===== src/design/rlse_pkg.sv =====
package rlse_pkg;

    localparam int COLOUR_W  = 8;
    localparam int PATTERN_W = 4;
    localparam int WORD_W    = 32;
    localparam int CFG_IDX_W = 2;
    localparam int CFG_DATA_W = 8;

    // Reset values of the configuration registers.
    localparam logic [COLOUR_W-1:0]  BRIGHTNESS_RST   = 8'd255;
    localparam logic [PATTERN_W-1:0] PATTERN_ZERO_RST = 4'd8;
    localparam logic [PATTERN_W-1:0] PATTERN_ONE_RST  = 4'd14;

    typedef enum logic [CFG_IDX_W-1:0] {
        CFG_BRIGHTNESS   = 2'd0,
        CFG_PATTERN_ZERO = 2'd1,
        CFG_PATTERN_ONE  = 2'd2
    } t_cfg_idx;

    // Word position within a pixel; each word carries one colour byte.
    typedef logic [1:0] t_word_cnt;
    localparam t_word_cnt WORD_GREEN = 2'd0;
    localparam t_word_cnt WORD_RED   = 2'd1;
    localparam t_word_cnt WORD_BLUE  = 2'd2;
    localparam t_word_cnt LAST_WORD  = WORD_BLUE;

    typedef struct packed {
        logic [COLOUR_W-1:0]  brightness;
        logic [PATTERN_W-1:0] pattern_zero;
        logic [PATTERN_W-1:0] pattern_one;
    } t_cfg;

    typedef struct packed {
        logic [COLOUR_W-1:0] green;
        logic [COLOUR_W-1:0] red;
        logic [COLOUR_W-1:0] blue;
        logic                frame_end;
    } t_pixel;

    function automatic logic [COLOUR_W-1:0] scale_colour(
        input logic [COLOUR_W-1:0] colour,
        input logic [COLOUR_W-1:0] brightness
    );
        logic [2*COLOUR_W-1:0] prod;
        prod = (2*COLOUR_W)'(colour) * (2*COLOUR_W)'(brightness);
        return prod[2*COLOUR_W-1:COLOUR_W];
    endfunction

    // Two data bits become one line byte, the earlier bit in the high nibble.
    function automatic logic [7:0] encode_pair(
        input logic [1:0] bits,
        input t_cfg       cfg
    );
        logic [PATTERN_W-1:0] hi;
        logic [PATTERN_W-1:0] lo;
        hi = bits[1] ? cfg.pattern_one : cfg.pattern_zero;
        lo = bits[0] ? cfg.pattern_one : cfg.pattern_zero;
        return {hi, lo};
    endfunction

    // One colour byte fills one word, byte pairs swapped for 16-bit framing.
    function automatic logic [WORD_W-1:0] encode_word(
        input logic [COLOUR_W-1:0] colour,
        input t_cfg                cfg
    );
        return {encode_pair(colour[3:2], cfg), encode_pair(colour[1:0], cfg),
                encode_pair(colour[7:6], cfg), encode_pair(colour[5:4], cfg)};
    endfunction

endpackage


===== src/design/rgb_led_serial_bit_encoder.sv =====
// Encodes one pixel (red, green, blue, frame_end) into three 32-bit line
// words for a 16-bit-framed serial link driving a chain of RGB LEDs.
// Input channel: i_in_valid / o_in_stall; a pixel is taken on a clock edge
// with valid high and stall low. Output channel: o_out_valid / i_out_stall
// carries drive_word, last_of_pixel and last_of_frame, one word per unstalled edge.
// Each colour is scaled by brightness, and each data bit becomes a four-bit
// line pattern, green first, most significant bit first.
// The input register, the encoder buffer and the output word register lie between
// a taken pixel and its first word. The single output word register issues
// the three words of a pixel one per cycle while the receiver does not stall;
// the next pixel enters the encoder buffer as the third word is issued.
// The configuration port (i_cfg_valid / o_cfg_ready) is always ready and
// should only be written while no pixel is in flight.
// Reset clears all pipeline stages and loads brightness 255, zero pattern 8
// and one pattern 14. A stalled receiver holds the current word; the stall
// backs up through the stages to o_in_stall without losing any word.
module rgb_led_serial_bit_encoder
    import rlse_pkg::*;
(
    input  logic                  i_clk,
    input  logic                  i_rst_n,
    input  logic                  i_cfg_valid,
    output logic                  o_cfg_ready,
    input  logic [CFG_IDX_W-1:0]  i_cfg_index,
    input  logic [CFG_DATA_W-1:0] i_cfg_data,
    input  logic                  i_in_valid,
    output logic                  o_in_stall,
    input  logic [COLOUR_W-1:0]   i_red,
    input  logic [COLOUR_W-1:0]   i_green,
    input  logic [COLOUR_W-1:0]   i_blue,
    input  logic                  i_frame_end,
    output logic                  o_out_valid,
    input  logic                  i_out_stall,
    output logic [WORD_W-1:0]     o_drive_word,
    output logic                  o_last_of_pixel,
    output logic                  o_last_of_frame
);

    t_cfg   cfg;
    t_pixel scaled_pix;
    logic   scaled_vld;
    logic   enc_stall;
    logic   in_busy;

    rlse_cfg u_cfg (
        .i_clk       (i_clk),
        .i_rst_n     (i_rst_n),
        .i_cfg_valid (i_cfg_valid),
        .o_cfg_ready (o_cfg_ready),
        .i_cfg_index (i_cfg_index),
        .i_cfg_data  (i_cfg_data),
        .o_cfg       (cfg)
    );

    rlse_scale u_scale (
        .i_clk       (i_clk),
        .i_rst_n     (i_rst_n),
        .i_cfg       (cfg),
        .i_valid     (i_in_valid),
        .o_stall     (o_in_stall),
        .i_red       (i_red),
        .i_green     (i_green),
        .i_blue      (i_blue),
        .i_frame_end (i_frame_end),
        .o_valid     (scaled_vld),
        .i_stall     (enc_stall),
        .o_pix       (scaled_pix),
        .o_busy      (in_busy)
    );

    rlse_enc u_enc (
        .i_clk           (i_clk),
        .i_rst_n         (i_rst_n),
        .i_cfg           (cfg),
        .i_valid         (scaled_vld),
        .o_stall         (enc_stall),
        .i_pix           (scaled_pix),
        .o_valid         (o_out_valid),
        .i_stall         (i_out_stall),
        .o_drive_word    (o_drive_word),
        .o_last_of_pixel (o_last_of_pixel),
        .o_last_of_frame (o_last_of_frame)
    );

    // The frame mark only ever sits on the closing word of a pixel.
    a_frame_on_pixel_end: assert property (@(posedge i_clk) disable iff (!i_rst_n)
        o_out_valid && o_last_of_frame |-> o_last_of_pixel)
        else $error("last_of_frame without last_of_pixel");

    // Once a pixel's first or second word is taken, the next word follows at once.
    a_words_back_to_back: assert property (@(posedge i_clk) disable iff (!i_rst_n)
        o_out_valid && !i_out_stall && !o_last_of_pixel |=> o_out_valid)
        else $error("gap inside the words of one pixel");

    // The input side only stalls while its register holds a pixel.
    a_stall_only_when_full: assert property (@(posedge i_clk) disable iff (!i_rst_n)
        o_in_stall |-> in_busy)
        else $error("input stalled with an empty input register");

endmodule


===== src/design/rlse_cfg.sv =====
module rlse_cfg
    import rlse_pkg::*;
(
    input  logic                  i_clk,
    input  logic                  i_rst_n,
    input  logic                  i_cfg_valid,
    output logic                  o_cfg_ready,
    input  logic [CFG_IDX_W-1:0]  i_cfg_index,
    input  logic [CFG_DATA_W-1:0] i_cfg_data,
    output t_cfg                  o_cfg
);

    t_cfg r_cfg;

    assign o_cfg_ready = 1'b1;
    assign o_cfg       = r_cfg;

    always_ff @(posedge i_clk) begin
        if (!i_rst_n) begin
            r_cfg.brightness   <= BRIGHTNESS_RST;
            r_cfg.pattern_zero <= PATTERN_ZERO_RST;
            r_cfg.pattern_one  <= PATTERN_ONE_RST;
        end else if (i_cfg_valid) begin
            // An index beyond the register list is dropped.
            case (t_cfg_idx'(i_cfg_index))
                CFG_BRIGHTNESS:   r_cfg.brightness   <= i_cfg_data;
                CFG_PATTERN_ZERO: r_cfg.pattern_zero <= i_cfg_data[PATTERN_W-1:0];
                CFG_PATTERN_ONE:  r_cfg.pattern_one  <= i_cfg_data[PATTERN_W-1:0];
                default: ;
            endcase
        end
    end

endmodule


===== src/design/rlse_scale.sv =====
module rlse_scale
    import rlse_pkg::*;
(
    input  logic                i_clk,
    input  logic                i_rst_n,
    input  t_cfg                i_cfg,
    input  logic                i_valid,
    output logic                o_stall,
    input  logic [COLOUR_W-1:0] i_red,
    input  logic [COLOUR_W-1:0] i_green,
    input  logic [COLOUR_W-1:0] i_blue,
    input  logic                i_frame_end,
    output logic                o_valid,
    input  logic                i_stall,
    output t_pixel              o_pix,
    output logic                o_busy
);

    logic   r_vld;
    t_pixel r_pix;

    assign o_stall = r_vld && i_stall;
    assign o_valid = r_vld;
    assign o_busy  = r_vld;

    always_ff @(posedge i_clk) begin
        if (!i_rst_n) begin
            r_vld <= 1'b0;
        end else if (!o_stall) begin
            r_vld <= i_valid;
        end
    end

    always_ff @(posedge i_clk) begin
        if (i_valid && !o_stall) begin
            r_pix.green     <= i_green;
            r_pix.red       <= i_red;
            r_pix.blue      <= i_blue;
            r_pix.frame_end <= i_frame_end;
        end
    end

    always_comb begin
        o_pix.green     = scale_colour(r_pix.green, i_cfg.brightness);
        o_pix.red       = scale_colour(r_pix.red, i_cfg.brightness);
        o_pix.blue      = scale_colour(r_pix.blue, i_cfg.brightness);
        o_pix.frame_end = r_pix.frame_end;
    end

endmodule


===== src/design/rlse_enc.sv =====
module rlse_enc
    import rlse_pkg::*;
(
    input  logic              i_clk,
    input  logic              i_rst_n,
    input  t_cfg              i_cfg,
    input  logic              i_valid,
    output logic              o_stall,
    input  t_pixel            i_pix,
    output logic              o_valid,
    input  logic              i_stall,
    output logic [WORD_W-1:0] o_drive_word,
    output logic              o_last_of_pixel,
    output logic              o_last_of_frame
);

    logic              r_b_vld;
    t_pixel            r_b_pix;
    t_word_cnt         r_b_cnt;
    logic              r_o_vld;
    logic [WORD_W-1:0] r_o_word;
    logic              r_o_lop;
    logic              r_o_lof;

    logic                take;
    logic                emit;
    logic                b_done;
    logic [COLOUR_W-1:0] sel_byte;
    logic [WORD_W-1:0]   n_o_word;
    logic                n_o_lop;

    // The output register takes a word when it is empty or being drained.
    assign take    = !r_o_vld || !i_stall;
    assign emit    = r_b_vld && take;
    assign b_done  = emit && (r_b_cnt == LAST_WORD);
    assign o_stall = r_b_vld && !b_done;

    always_comb begin
        case (r_b_cnt)
            WORD_GREEN: sel_byte = r_b_pix.green;
            WORD_RED:   sel_byte = r_b_pix.red;
            default:    sel_byte = r_b_pix.blue;
        endcase
        n_o_word = encode_word(sel_byte, i_cfg);
        n_o_lop  = (r_b_cnt == LAST_WORD);
    end

    always_ff @(posedge i_clk) begin
        if (!i_rst_n) begin
            r_b_vld <= 1'b0;
            r_b_cnt <= WORD_GREEN;
        end else if (!o_stall) begin
            r_b_vld <= i_valid;
            r_b_cnt <= WORD_GREEN;
        end else if (emit) begin
            r_b_cnt <= r_b_cnt + t_word_cnt'(1);
        end
    end

    always_ff @(posedge i_clk) begin
        if (i_valid && !o_stall) begin
            r_b_pix <= i_pix;
        end
    end

    always_ff @(posedge i_clk) begin
        if (!i_rst_n) begin
            r_o_vld <= 1'b0;
        end else if (take) begin
            r_o_vld <= r_b_vld;
        end
    end

    always_ff @(posedge i_clk) begin
        if (emit) begin
            r_o_word <= n_o_word;
            r_o_lop  <= n_o_lop;
            r_o_lof  <= n_o_lop && r_b_pix.frame_end;
        end
    end

    assign o_valid         = r_o_vld;
    assign o_drive_word    = r_o_word;
    assign o_last_of_pixel = r_o_lop;
    assign o_last_of_frame = r_o_lof;

endmodule


===== config.mk =====
export PLATFORM = sky130hd
export DESIGN_NAME = rgb_led_serial_bit_encoder
export DESIGN_NICKNAME = d
export VERILOG_FILES = /design/src/design/rlse_pkg.sv /design/src/design/rgb_led_serial_bit_encoder.sv /design/src/design/rlse_cfg.sv /design/src/design/rlse_scale.sv /design/src/design/rlse_enc.sv
export SDC_FILE = /design/constraint.sdc
export NUM_CORES = 1
export LEC_CHECK = 0
export ABC_AREA = 0
export BUFFER_PORTS_ARGS = -buffer_cell sky130_fd_sc_hd__buf_2
export CAP_MARGIN = 30
export CORE_MARGIN = 8
export CORE_UTILIZATION = 50
export CTS_CLUSTER_DIAMETER = 50
export DETAILED_ROUTE_END_ITERATION = 16
export HOLD_SLACK_MARGIN = 0.05
export PLACE_DENSITY = 0.68
export SLEW_MARGIN = 20
export SYNTH_ARGS = -nofsm -noshare
export SYNTH_HDL_FRONTEND = slang
export SYNTH_HIERARCHICAL = 1
export SYNTH_SLANG_ARGS = --single-unit

===== constraint.sdc =====
create_clock -name i_clk -period 4.9 [get_ports i_clk]
set_input_delay 1.225 -clock i_clk [delete_from_list [all_inputs] [get_ports i_clk]]
set_output_delay 1.225 -clock i_clk [all_outputs]
set_load 0.1 [all_outputs]

==> results of run 1 <==
==> cells in the final DEF (no fill, tap or decap), types with 11 or more instances in the layout <==
cell      instances
fa_1            105
xnor2_1          11
dfxtp_1          19
buf_2            75
nor2b_1          13
ha_1            102
and2_1          141
mux2i_1          12
edfxtp_1         84
buf_4            12
nor2_1           15
a21oi_1          21
nand2_1          58
inv_1           134
mux2_1           32
==> state kept, by name, summed over array words and instances, names as in the netlist <==
register and cells:
u_scale/r_pix 24, u_scale/o_pix 1, u_enc/r_b_cnt 2, u_enc/o_last_of_pixel 1, u_enc/r_b_pix 25, u_enc/o_valid 1
u_cfg/o_cfg 16, u_enc/o_drive_word 32, u_enc/r_b_vld 1, u_enc/o_last_of_frame 1, u_scale/o_busy 1
==> timing repair <==
item                       in CTS  in global routing
setup buffers                   0                  0
hold endpoints to repair        0                  0
setup endpoints to repair       0                  5
resized for setup               0                  2
==> synthesized netlist by cell type, types with 2 or more instances <==
| cell | n | area [um2] |
|---|---|---|
| a221oi_1 | 2 | 17.5 |
| mux2i_1 | 12 | 120 |
| or4bb_1 | 5 | 56.3 |
| nor3_1 | 7 | 35.0 |
| nand4b_1 | 3 | 26.3 |
| and3b_1 | 3 | 26.3 |
| mux2_1 | 32 | 360 |
| and2_2 | 5 | 37.5 |
| o22ai_1 | 2 | 12.5 |
| ha_1 | 102 | 1280 |
| fa_1 | 105 | 2100 |
| a21oi_4 | 8 | 130 |
| nor3b_1 | 3 | 22.5 |
| nor2b_1 | 15 | 93.8 |
| nand3_1 | 7 | 35.0 |
| o21ai_0 | 6 | 30.0 |
| and2_1 | 141 | 882 |
| nand3b_1 | 3 | 22.5 |
| xor2_1 | 10 | 87.6 |
| xnor2_1 | 11 | 96.3 |
| clkbuf_1 | 20 | 75.1 |
| a22o_2 | 8 | 80.1 |
| o31ai_2 | 2 | 25.0 |
| o21ai_1 | 4 | 20.0 |
| o211ai_1 | 6 | 45.0 |
| dfxtp_1 | 21 | 420 |
| o21a_1 | 3 | 22.5 |
| nand4_1 | 4 | 25.0 |
| nand2_1 | 58 | 218 |
| a21oi_1 | 21 | 105 |
| a211oi_1 | 4 | 30.0 |
| edfxtp_1 | 84 | 2520 |
| a21boi_0 | 2 | 15.0 |
| inv_1 | 134 | 503 |
| o21bai_1 | 4 | 30.0 |
| buf_4 | 5 | 37.5 |
| nor2_1 | 15 | 56.3 |
| a21o_1 | 10 | 75.1 |
==> logic make-up (layout without fill, tap and decap cells) <==
family,Yosys count,in the layout
compound gates,99,99
xor+xnor,21,21
fa+ha+maj,207,207
buf+inv,160,237
flops,105,105
mux,45,45
other cells,1,1
simple gates,277,277
==> how the worst min path moves through the flow <==
stage / from / end / slack (ps) / depth (start not counted)
after floorplan: u_enc/r_b_vld$_SDFFE_PN0N_ / u_enc/r_b_cnt[0]$_SDFFE_PN0P_ / 450 / 2
after global placement: u_scale/o_pix[0]$_DFFE_PP_ / u_enc/r_b_pix[0]$_DFFE_PP_ / 400 / 0
after detailed placement: u_scale/o_pix[0]$_DFFE_PP_ / u_enc/r_b_pix[0]$_DFFE_PP_ / 410 / 0
after CTS: u_scale/o_pix[0]$_DFFE_PP_ / u_enc/r_b_pix[0]$_DFFE_PP_ / 420 / 0
after global routing: u_scale/o_pix[0]$_DFFE_PP_ / u_enc/r_b_pix[0]$_DFFE_PP_ / 440 / 0
final: u_scale/o_pix[0]$_DFFE_PP_ / u_enc/r_b_pix[0]$_DFFE_PP_ / 420 / 0
==> worst register-to-register path, stage by stage, from the launching register on <==
cell	delay, ps
dfxtp_1	650
nand2_1	160
fa_1	550
fa_1	570
inv_1	50
fa_1	470
inv_1	50
fa_1	470
inv_1	40
ha_1	310
nand2_1	130
o21ai_1	140
a221oi_1	440
o21ai_1	140
xor2_1	150
==> metrics by stage <==
step / setup WS, ps / power (W) / utilization, % / hold slack [ps] / cell area [um2]
detailed placement: 203 / 0.00579 / 53.8 / 406 / 10800
finish: 325 / 0.00650 / 55.3 / 421 / 11000
global placement: 378 / 0.00570 / 53.8 / 401 / 10800
global route: 21.3 / 0.00714 / 55.3 / 441 / 11000
CTS: 197 / 0.00654 / 55.3 / 421 / 11000
floorplan: 667 / 0.00492 / - / 453 / 10100
==> layout make-up <==
cell class / instances / area, um2 / area share [%]
Clock buffer: 10 / 229 / 2.07
Clock inverter: 6 / 57.6 / 0.521
Inverter: 134 / 503 / 4.56
Multi-Input combinational cell: 650 / 6500 / 58.9
Sequential cell: 105 / 2950 / 26.7
Tap cell: 270 / 338 / 3.06
Timing Repair Buffer: 87 / 465 / 4.22
==> metal layers <==
layer | track usage [%] | part of all wire (%)
met5 | 0 | 0
met4 | 3.85 | 1.1
met3 | 2.92 | 5.2
met2 | 26.9 | 43
met1 | 24.8 | 51
==> power by group through the flow <==
stage / registers, W / clock network, W / logic, W
after global routing: 0.00145 / 0.000750 / 0.00494
after global placement: 0.00146 / 0 / 0.00424
after floorplan: 0.00159 / 0 / 0.00334
after CTS: 0.00144 / 0.000725 / 0.00438
after detailed placement: 0.00146 / 0 / 0.00433
final: 0.00144 / 0.000698 / 0.00436
==> results.tsv, run 1 <==
metric	value	unit
outcome	completed	
Die ar.	24900	um2
nets@finish	1234	
sequential group share of total power	22.2	%
CTS tree	done	
Hold Fails Final Rpt	0	
Synth Area in Simple Gates	16.0	%
Synth Area in Adders	33.6	%
cells after synthesis	915	
mean post-synth cell area	11.0	um2
Logic pwr share	67.1	%
Crit path largest cell delay	650	ps
CP Capture Type	flop	
crit path to	u_enc/r_b_pix[6]$_DFFE_PP_	
FF-to-FF path depth	14	
switching power	0.00297	W
Seq/Total Area, Yosys	29.2	%
Core Box Area	20000	um2
DRT Pass-1 Iters	4	
Worst Path Required	5000	ps
actual slew at the worst max-slew pin	903	ps
Antenna Nets Post-Route	0	
cell area after synthesis	10100	um2
clock power share	10.8	%
unrepaired setup endpoints after global routing	no	
final setup violation count	0	
Synth Area in Compound Gates	8.28	%
CTS Buf Count	9	
H-tree depth	3	
Most Frequent Cell on Critical Path	fa_1	
clock skew	9.95	ps
gr ovfl total	0	
# port buffers	75	
cell family with most CP delay	adder cells	
Vias	6517	
Stages on worst setup path	14	
Max Fclk	219	MHz
R2R Path Start	u_cfg/o_cfg[10]$_SDFFE_PN1P_	
critical path, cell by cell	nand2_1 > fa_1 > fa_1 > inv_1 > fa_1 > inv_1 > fa_1 > inv_1 > ha_1 > nand2_1 > o21ai_1 > a221oi_1 > o21ai_1 > xor2_1	
Slowest cell on crit path	dfxtp_1	
worst skew pair latency	360	ps
IO Count	77	
Startpoint Class	flop	
worst vdd ir	356	uV
average wire per standard cell	16.2	um
total nets after synthesis	1162	
Iteration-0 DRC Markers	372	
Clock Tree Buf Depth	2	
FILL cells	1804	
CTS clk-pin slew, worst paths	80	ps
Crit Path Class	reg2reg	
Detailed Route WL	20.4	mm
number of antenna diodes	0	
gpl congestion	0.797	
Sw Ratio	45.7	%
area grow syn2layout	9.67	%
Via density	5.16	
dpl hpwl	16.1	mm
Tmin final	4570	ps
die width	158	um
# hold bufs at CTS	0	
max-cap viol count	0	
multiplexer area fraction after synthesis	4.88	%
ys flop type	edfxtp_1	
clock sink count	105	
Data arrival, critical path	4680	ps
Max-slew headroom	39.7	%
initial antenna violation count	0	
drt drc	0	
Yosys reg bits	105	
xor/xnor share of the synthesized area	1.83	%
flop-to-flop setup slack	330	ps
CP bufs+invs	3	
layout cells sized above 1	14.2	%
EDFF count, synth	84	
CP startpoint	u_cfg/o_cfg[10]$_SDFFE_PN1P_	
die height	158	um
reg2reg end	u_enc/r_b_pix[6]$_DFFE_PP_	
async set-reset flop share out of synthesis	0	%
PD cells	588	nW/um2
static leakage	4.97	nW
largest family of logic cells by synthesized area	adder cells	
first-pass GRT wire length	34.0	mm
Hold Path Class	reg2reg	
dpl cells	1246	
initial core utilization	50.4	%
synth unique cells	66	
crit path max fanout	12	
pin count of the biggest net entering global routing	35	
num rows	52	
final cycle utilization of the critical path	93.4	%
Slew Limit Fails	0	
vias in the first global route	6651	
setup TNS	0	ps
Int Power	0.00353	W
synthesis warning total	6	
Finished Layout Cells	1262	
total global routing track utilization	17.3	%
Root Buffer	clkbuf_16	
Note: power is estimated with default switching activity, not from simulation.
==> run 2: changes to the inputs <==
--- a/config.mk
+++ b/config.mk
@@ -8,7 +8,7 @@
 export ABC_AREA = 0
 export BUFFER_PORTS_ARGS = -buffer_cell sky130_fd_sc_hd__buf_2
 export CAP_MARGIN = 30
-export CORE_MARGIN = 8
+export CORE_MARGIN = 1.5
 export CORE_UTILIZATION = 50
 export CTS_CLUSTER_DIAMETER = 50
 export DETAILED_ROUTE_END_ITERATION = 16
==> run 2 against run 1 <==
Compared with the run above: sequential power barely moved; global-route usage rose by 3.1 points; power fell by 0.26%; routed wire length down 2.4%; cell count about the same.
==> results.tsv, run 2 (synthesized netlist as in run 1, its figures left out) <==
metric	value	unit
clock skew	7.62	ps
WHS Endpoint	u_enc/r_b_pix[0]$_DFFE_PP_	
static leakage	4.98	nW
reg2reg end	u_enc/r_b_pix[6]$_DFFE_PP_	
gpl congestion	0.855	
final worst slack	305	ps
Most Frequent Cell on Critical Path	fa_1	
final setup violation count	0	
Iteration-0 DRC Markers	272	
worst vdd ir	367	uV
# port buffers	75	
clock power share	10.6	%
pin count of the biggest net entering global routing	35	
commonest non-fill, non-tap cell in the layout	and2_1	
max FFs per register	32	
initial antenna violation count	0	
min-delay src	u_scale/o_pix[0]$_DFFE_PP_	
switching power	0.00294	W
Max-slew headroom	43.5	%
gr ovfl total	0	
total global routing track utilization	20.4	%
nets@finish	1238	
FILL cells	1686	
Antenna Nets Post-Route	0	
CTS clk-pin slew, worst paths	70	ps
layout cells sized above 1	14.5	%
H-tree depth	3	
CTS tree	done	
CP Capture Type	flop	
crit path max fanout	17	
Crit path largest cell delay	690	ps
most frequent cells in the layout	and2_1, inv_1, fa_1, ha_1, edfxtp_1	
Hold Path Class	reg2reg	
Logic pwr share	67.2	%
worst skew pair latency	350	ps
average wire per standard cell	15.8	um
Tmin final	4600	ps
initial core utilization	51.4	%
Clock Tree Buf Depth	2	
die height	145	um
Startpoint Class	flop	
post-CTS setup buffer count	0	
Max Fclk	218	MHz
num rows	51	
final cycle utilization of the critical path	93.8	%
Die ar.	21000	um2
CP startpoint	u_cfg/o_cfg[10]$_SDFFE_PN1P_	
dpl hpwl	15.9	mm
Vias	6513	
setup TNS	0	ps
Via density	5.16	
number of antenna diodes	0	
PD cells	586	nW/um2
Data arrival, critical path	4700	ps
Crit Path Class	reg2reg	
area grow syn2layout	9.88	%
Slew Limit Fails	0	
Root Buffer	clkbuf_16	
unrepaired setup endpoints after global routing	no	
Final Cell Area	11100	um2
max-cap viol count	0	
hold path depth	0	
IO Count	77	
DRT Pass-1 Iters	4	
first-pass GRT wire length	32.7	mm
Place WS	263	ps
sequential group share of total power	22.2	%
drt drc	0	
CP bufs+invs	3	
Detailed Route WL	19.9	mm
critical path, cell by cell	nand2_1 > fa_1 > fa_1 > inv_1 > fa_1 > inv_1 > fa_1 > inv_1 > ha_1 > nand2_1 > o21ai_1 > a221oi_1 > o21ai_1 > xor2_1	
cell family with most CP delay	adder cells	
Finished Layout Cells	1261	
outcome	completed	
flop-to-flop setup slack	300	ps
actual slew at the worst max-slew pin	847	ps
post-placement cell area	10800	um2
CTS Buf Count	9	
dpl cells	1245	
Hold Slack	420	ps
Hold Fails Final Rpt	0	
vias in the first global route	6571	
Core Box Area	19600	um2
Slowest cell on crit path	dfxtp_1	
Worst Path Required	5000	ps
FF-to-FF path depth	14	
R2R Path Start	u_cfg/o_cfg[10]$_SDFFE_PN1P_	
clock sink count	105	
die width	145	um
Sw Ratio	45.4	%
Int Power	0.00353	W
==> run 2: cell count changes in the layout (fill, tap and decap cells not counted), sizes merged <==
cell | before | now
clkinvlp | 0 | 1
inv | 137 | 136
buf | 87 | 91
==> run 2: final cells by class <==
cell class | instances | area, um2 | share of cell area [%]
repair buffers | 91 | 499 | 4.51
clock inverters | 6 | 52.6 | 0.475
inverters | 134 | 503 | 4.55
flip-flops and latches | 105 | 2940 | 26.6
clock buffers | 10 | 229 | 2.07
well taps | 265 | 332 | 3.00
multi-input cells | 650 | 6500 | 58.8
==> run 2: worst max path at each step <==
stage	end	slack [ps]	depth (start not counted)
floorplan	u_enc/r_b_pix[6]$_DFFE_PP_	670	15
global placement	u_enc/r_b_pix[6]$_DFFE_PP_	400	14
detailed placement	u_enc/r_b_pix[6]$_DFFE_PP_	260	13
CTS	u_enc/r_b_pix[6]$_DFFE_PP_	270	13
global route	u_enc/r_b_pix[6]$_DFFE_PP_	20	14
finish	u_enc/r_b_pix[6]$_DFFE_PP_	300	14
==> run 2: repair_timing <==
item	CTS	global route
endpoints found under the setup margin	0	2
gates resized for setup	0	1
hold buffers	0	0
==> run 2: per-layer routing <==
layer,wire (um),vias to the layer above,part of all wire (%),GRT usage (%)
met5,0,-,0,0
met4,210,0,1.1,4.73
met3,876,14,4.4,2.73
met2,8940,164,45,32.2
met1,9890,3145,50,29.7
li1,-,3190,-,-
==> run 2: per-stage QoR <==
step,utilization (%),power [W]
floorplan,-,0.00492
global placement,55.0,0.00571
detailed placement,55.0,0.00579
CTS,56.5,0.00651
global route,56.5,0.00713
finish,56.5,0.00648
==> run 2: power groups by stage <==
| stage | Sequential, W | Combinational, W | Clock [W] |
|---|---|---|---|
| after detailed placement | 0.00146 | 0.00433 | 0 |
| after global routing | 0.00145 | 0.00494 | 0.000736 |
| after floorplan | 0.00159 | 0.00334 | 0 |
| final | 0.00144 | 0.00435 | 0.000686 |
| after global placement | 0.00146 | 0.00425 | 0 |
| after CTS | 0.00144 | 0.00437 | 0.000704 |
==> run 3: changes to the inputs <==
--- a/config.mk
+++ b/config.mk
@@ -8,12 +8,13 @@
 export ABC_AREA = 0
 export BUFFER_PORTS_ARGS = -buffer_cell sky130_fd_sc_hd__buf_2
 export CAP_MARGIN = 30
+export CORE_ASPECT_RATIO = 0.75
 export CORE_MARGIN = 1.5
 export CORE_UTILIZATION = 50
 export CTS_CLUSTER_DIAMETER = 50
 export DETAILED_ROUTE_END_ITERATION = 16
 export HOLD_SLACK_MARGIN = 0.05
-export PLACE_DENSITY = 0.68
+export PLACE_DENSITY = 0.71
 export SLEW_MARGIN = 20
 export SYNTH_ARGS = -nofsm -noshare
 export SYNTH_HDL_FRONTEND = slang
==> constraint.sdc (replaced) <==
create_clock -name i_clk -period 4 [get_ports i_clk]
set_input_delay 1 -clock i_clk [delete_from_list [all_inputs] [get_ports i_clk]]
set_output_delay 1 -clock i_clk [all_outputs]
set_load 0.1 [all_outputs]
==> run 3 against run 2 <==
Compared with the run above: the run now ends with design-rule violations, negative setup slack left; die area is essentially flat; sequential share of layout area down 3.1 points; worst hold slack improved by 25 ps; critical path type unchanged; largest cell class unchanged.
==> results.tsv, run 3 (synthesized netlist as in run 1, its figures left out) <==
metric	value	unit
Crit path largest cell delay	570	ps
Clock Tree Buf Depth	2	
CP Capture Type	flop	
actual slew at the worst max-slew pin	617	ps
Final Cell Area	12600	um2
Vias	7152	
first-pass GRT wire length	37.7	mm
failing checks	design-rule violations, negative setup slack	
Slowest cell on crit path	fa_1	
final cycle utilization of the critical path	106	%
# hold bufs at CTS	0	
clock sink count	105	
most frequent cells in the layout	inv_1, and2_1, buf_4, fa_1, ha_1	
Detailed Route WL	23.3	mm
DRT Pass-1 Iters	14	
critical path, cell by cell	buf_4 > nand2_2 > fa_1 > fa_1 > inv_1 > fa_1 > inv_1 > fa_1 > inv_2 > ha_4 > inv_2 > buf_4 > o21ai_0 > o311ai_2 > buf_4	
unrepaired setup endpoints after global routing	yes	
average wire per standard cell	17.2	um
Finished Layout Cells	1355	
Core Box Area	19500	um2
cell family with most CP delay	adder cells	
max FFs per register	32	
die height	126	um
CP bufs+invs	7	
Data arrival, critical path	4340	ps
Slew Limit Fails	0	
max-cap viol count	0	
initial antenna violation count	0	
CTS Buf Count	9	
pin count of the biggest net entering global routing	35	
die width	167	um
gr ovfl total	0	
Max-slew headroom	58.8	%
layout cells sized above 1	32.0	%
drt drc	4	
worst vdd ir	1040	uV
total global routing track utilization	22.9	%
FF-to-FF path depth	15	
# port buffers	75	
Root Buffer	clkbuf_16	
Stages on worst setup path	15	
nets@finish	1344	
Most Frequent Cell on Critical Path	fa_1	
CTS tree	done	
final setup violation count	19	
Via density	5.28	
IO Count	77	
Antenna Nets Post-Route	0	
outcome	complete, but fails checks	
Hold Fails Final Rpt	0	
hold path depth	0	
Worst Path Required	4120	ps
Crit Path Class	reg2reg	
utilization after layout	64.6	%
area grow syn2layout	25.3	%
Hold Path Class	reg2reg	
Die ar.	21000	um2
number of antenna diodes	0	
Startpoint Class	flop	
dpl cells	1304	
Iteration-0 DRC Markers	453	
post-placement cell area	11400	um2
worst skew pair latency	360	ps
Max Fclk	237	MHz
vias in the first global route	7345	
dpl hpwl	17.7	mm
commonest non-fill, non-tap cell in the layout	inv_1	
gpl congestion	0.828	
crit path max fanout	7	
clock skew	11.3	ps
PD cells	888	nW/um2
H-tree depth	3	
num rows	44	
CTS clk-pin slew, worst paths	80	ps
Tmin final	4230	ps
initial core utilization	51.5	%
static leakage	5.66	nW
final worst slack	-228	ps
## run 3: changes by cell type in the layout (fill, tap and decap cells not counted), moves of 6 or more
| cell | change |
|---|---|
| ha_1 | -15 |
| buf_6 | +16 |
| and2_4 | +19 |
| nand2_1 | -7 |
| and2_1 | -18 |
| buf_4 | +85 |
| ha_4 | +15 |
| a21oi_1 | -10 |
| inv_2 | +9 |
| fa_2 | +8 |
| a21oi_2 | +6 |
| fa_1 | -8 |
| inv_1 | -9 |
## run 3: worst register-to-register path, stage by stage (launching register included)
cell      delay (ps)
edfxtp_1         510
buf_4            190
nand2_2           60
fa_1             450
fa_1             570
inv_1             60
fa_1             480
inv_1             60
fa_1             490
inv_2             50
ha_4             290
inv_2             60
buf_4            150
o21ai_0          240
o311ai_2         170
buf_4            170
## run 3: stage by stage
stage                     total power (W)  TNS (ps)  hold WS [ps]  setup WS (ps)
final                              0.0112     -2090           445           -228
after detailed placement          0.00846     -4000           426           -282
after floorplan                   0.00635         0           453           2.60
after global placement            0.00832     -2960           406           -237
after global routing               0.0120     -4420           448           -308
after CTS                          0.0106     -1410           446           -172
## run 3: what timing repair did
item | in CTS | in global routing
setup endpoints to repair | 23 | 24
pin swaps | 59 | 39
setup buffers | 21 | 15
gates resized for setup | 98 | 37
cloned | 1 | 0
## run 3: final timing paths
check                                            startpoint                          end  slack (ps)
worst max-delay path            u_scale/r_pix[21]$_DFFE_PP_  u_enc/r_b_pix[18]$_DFFE_PP_        -230
worst min-delay path             u_scale/o_pix[0]$_DFFE_PP_   u_enc/r_b_pix[0]$_DFFE_PP_         450
worst max register to register  u_scale/r_pix[21]$_DFFE_PP_  u_enc/r_b_pix[18]$_DFFE_PP_        -230
worst min register to register   u_scale/o_pix[0]$_DFFE_PP_   u_enc/r_b_pix[0]$_DFFE_PP_         450
## run 3: power breakdown
group	leakage, nW	internal [W]	switching [W]
registers	0.958	0.00163	0.000106
logic	4.55	0.00410	0.00444
clock network	0.153	0.000455	0.000474
total	5.66	0.00619	0.00502
## run 3: final cells by class
cell class | count | area (um2)
multi-input cells | 650 | 7110
fillers | 1478 | 6930
flip-flops and latches | 105 | 2960
repair buffers | 197 | 1410
inverters | 134 | 503
well taps | 253 | 317
clock buffers | 9 | 225
clock inverters | 7 | 88.8
## run 3: layer usage
layer	GRT usage (%)	vias to the layer above	wire, um
met3	3.83	29	984
met4	5.88	0	378
li1	-	3400	-
met1	32.6	3553	11000
met5	0	-	0
met2	36.4	170	10900
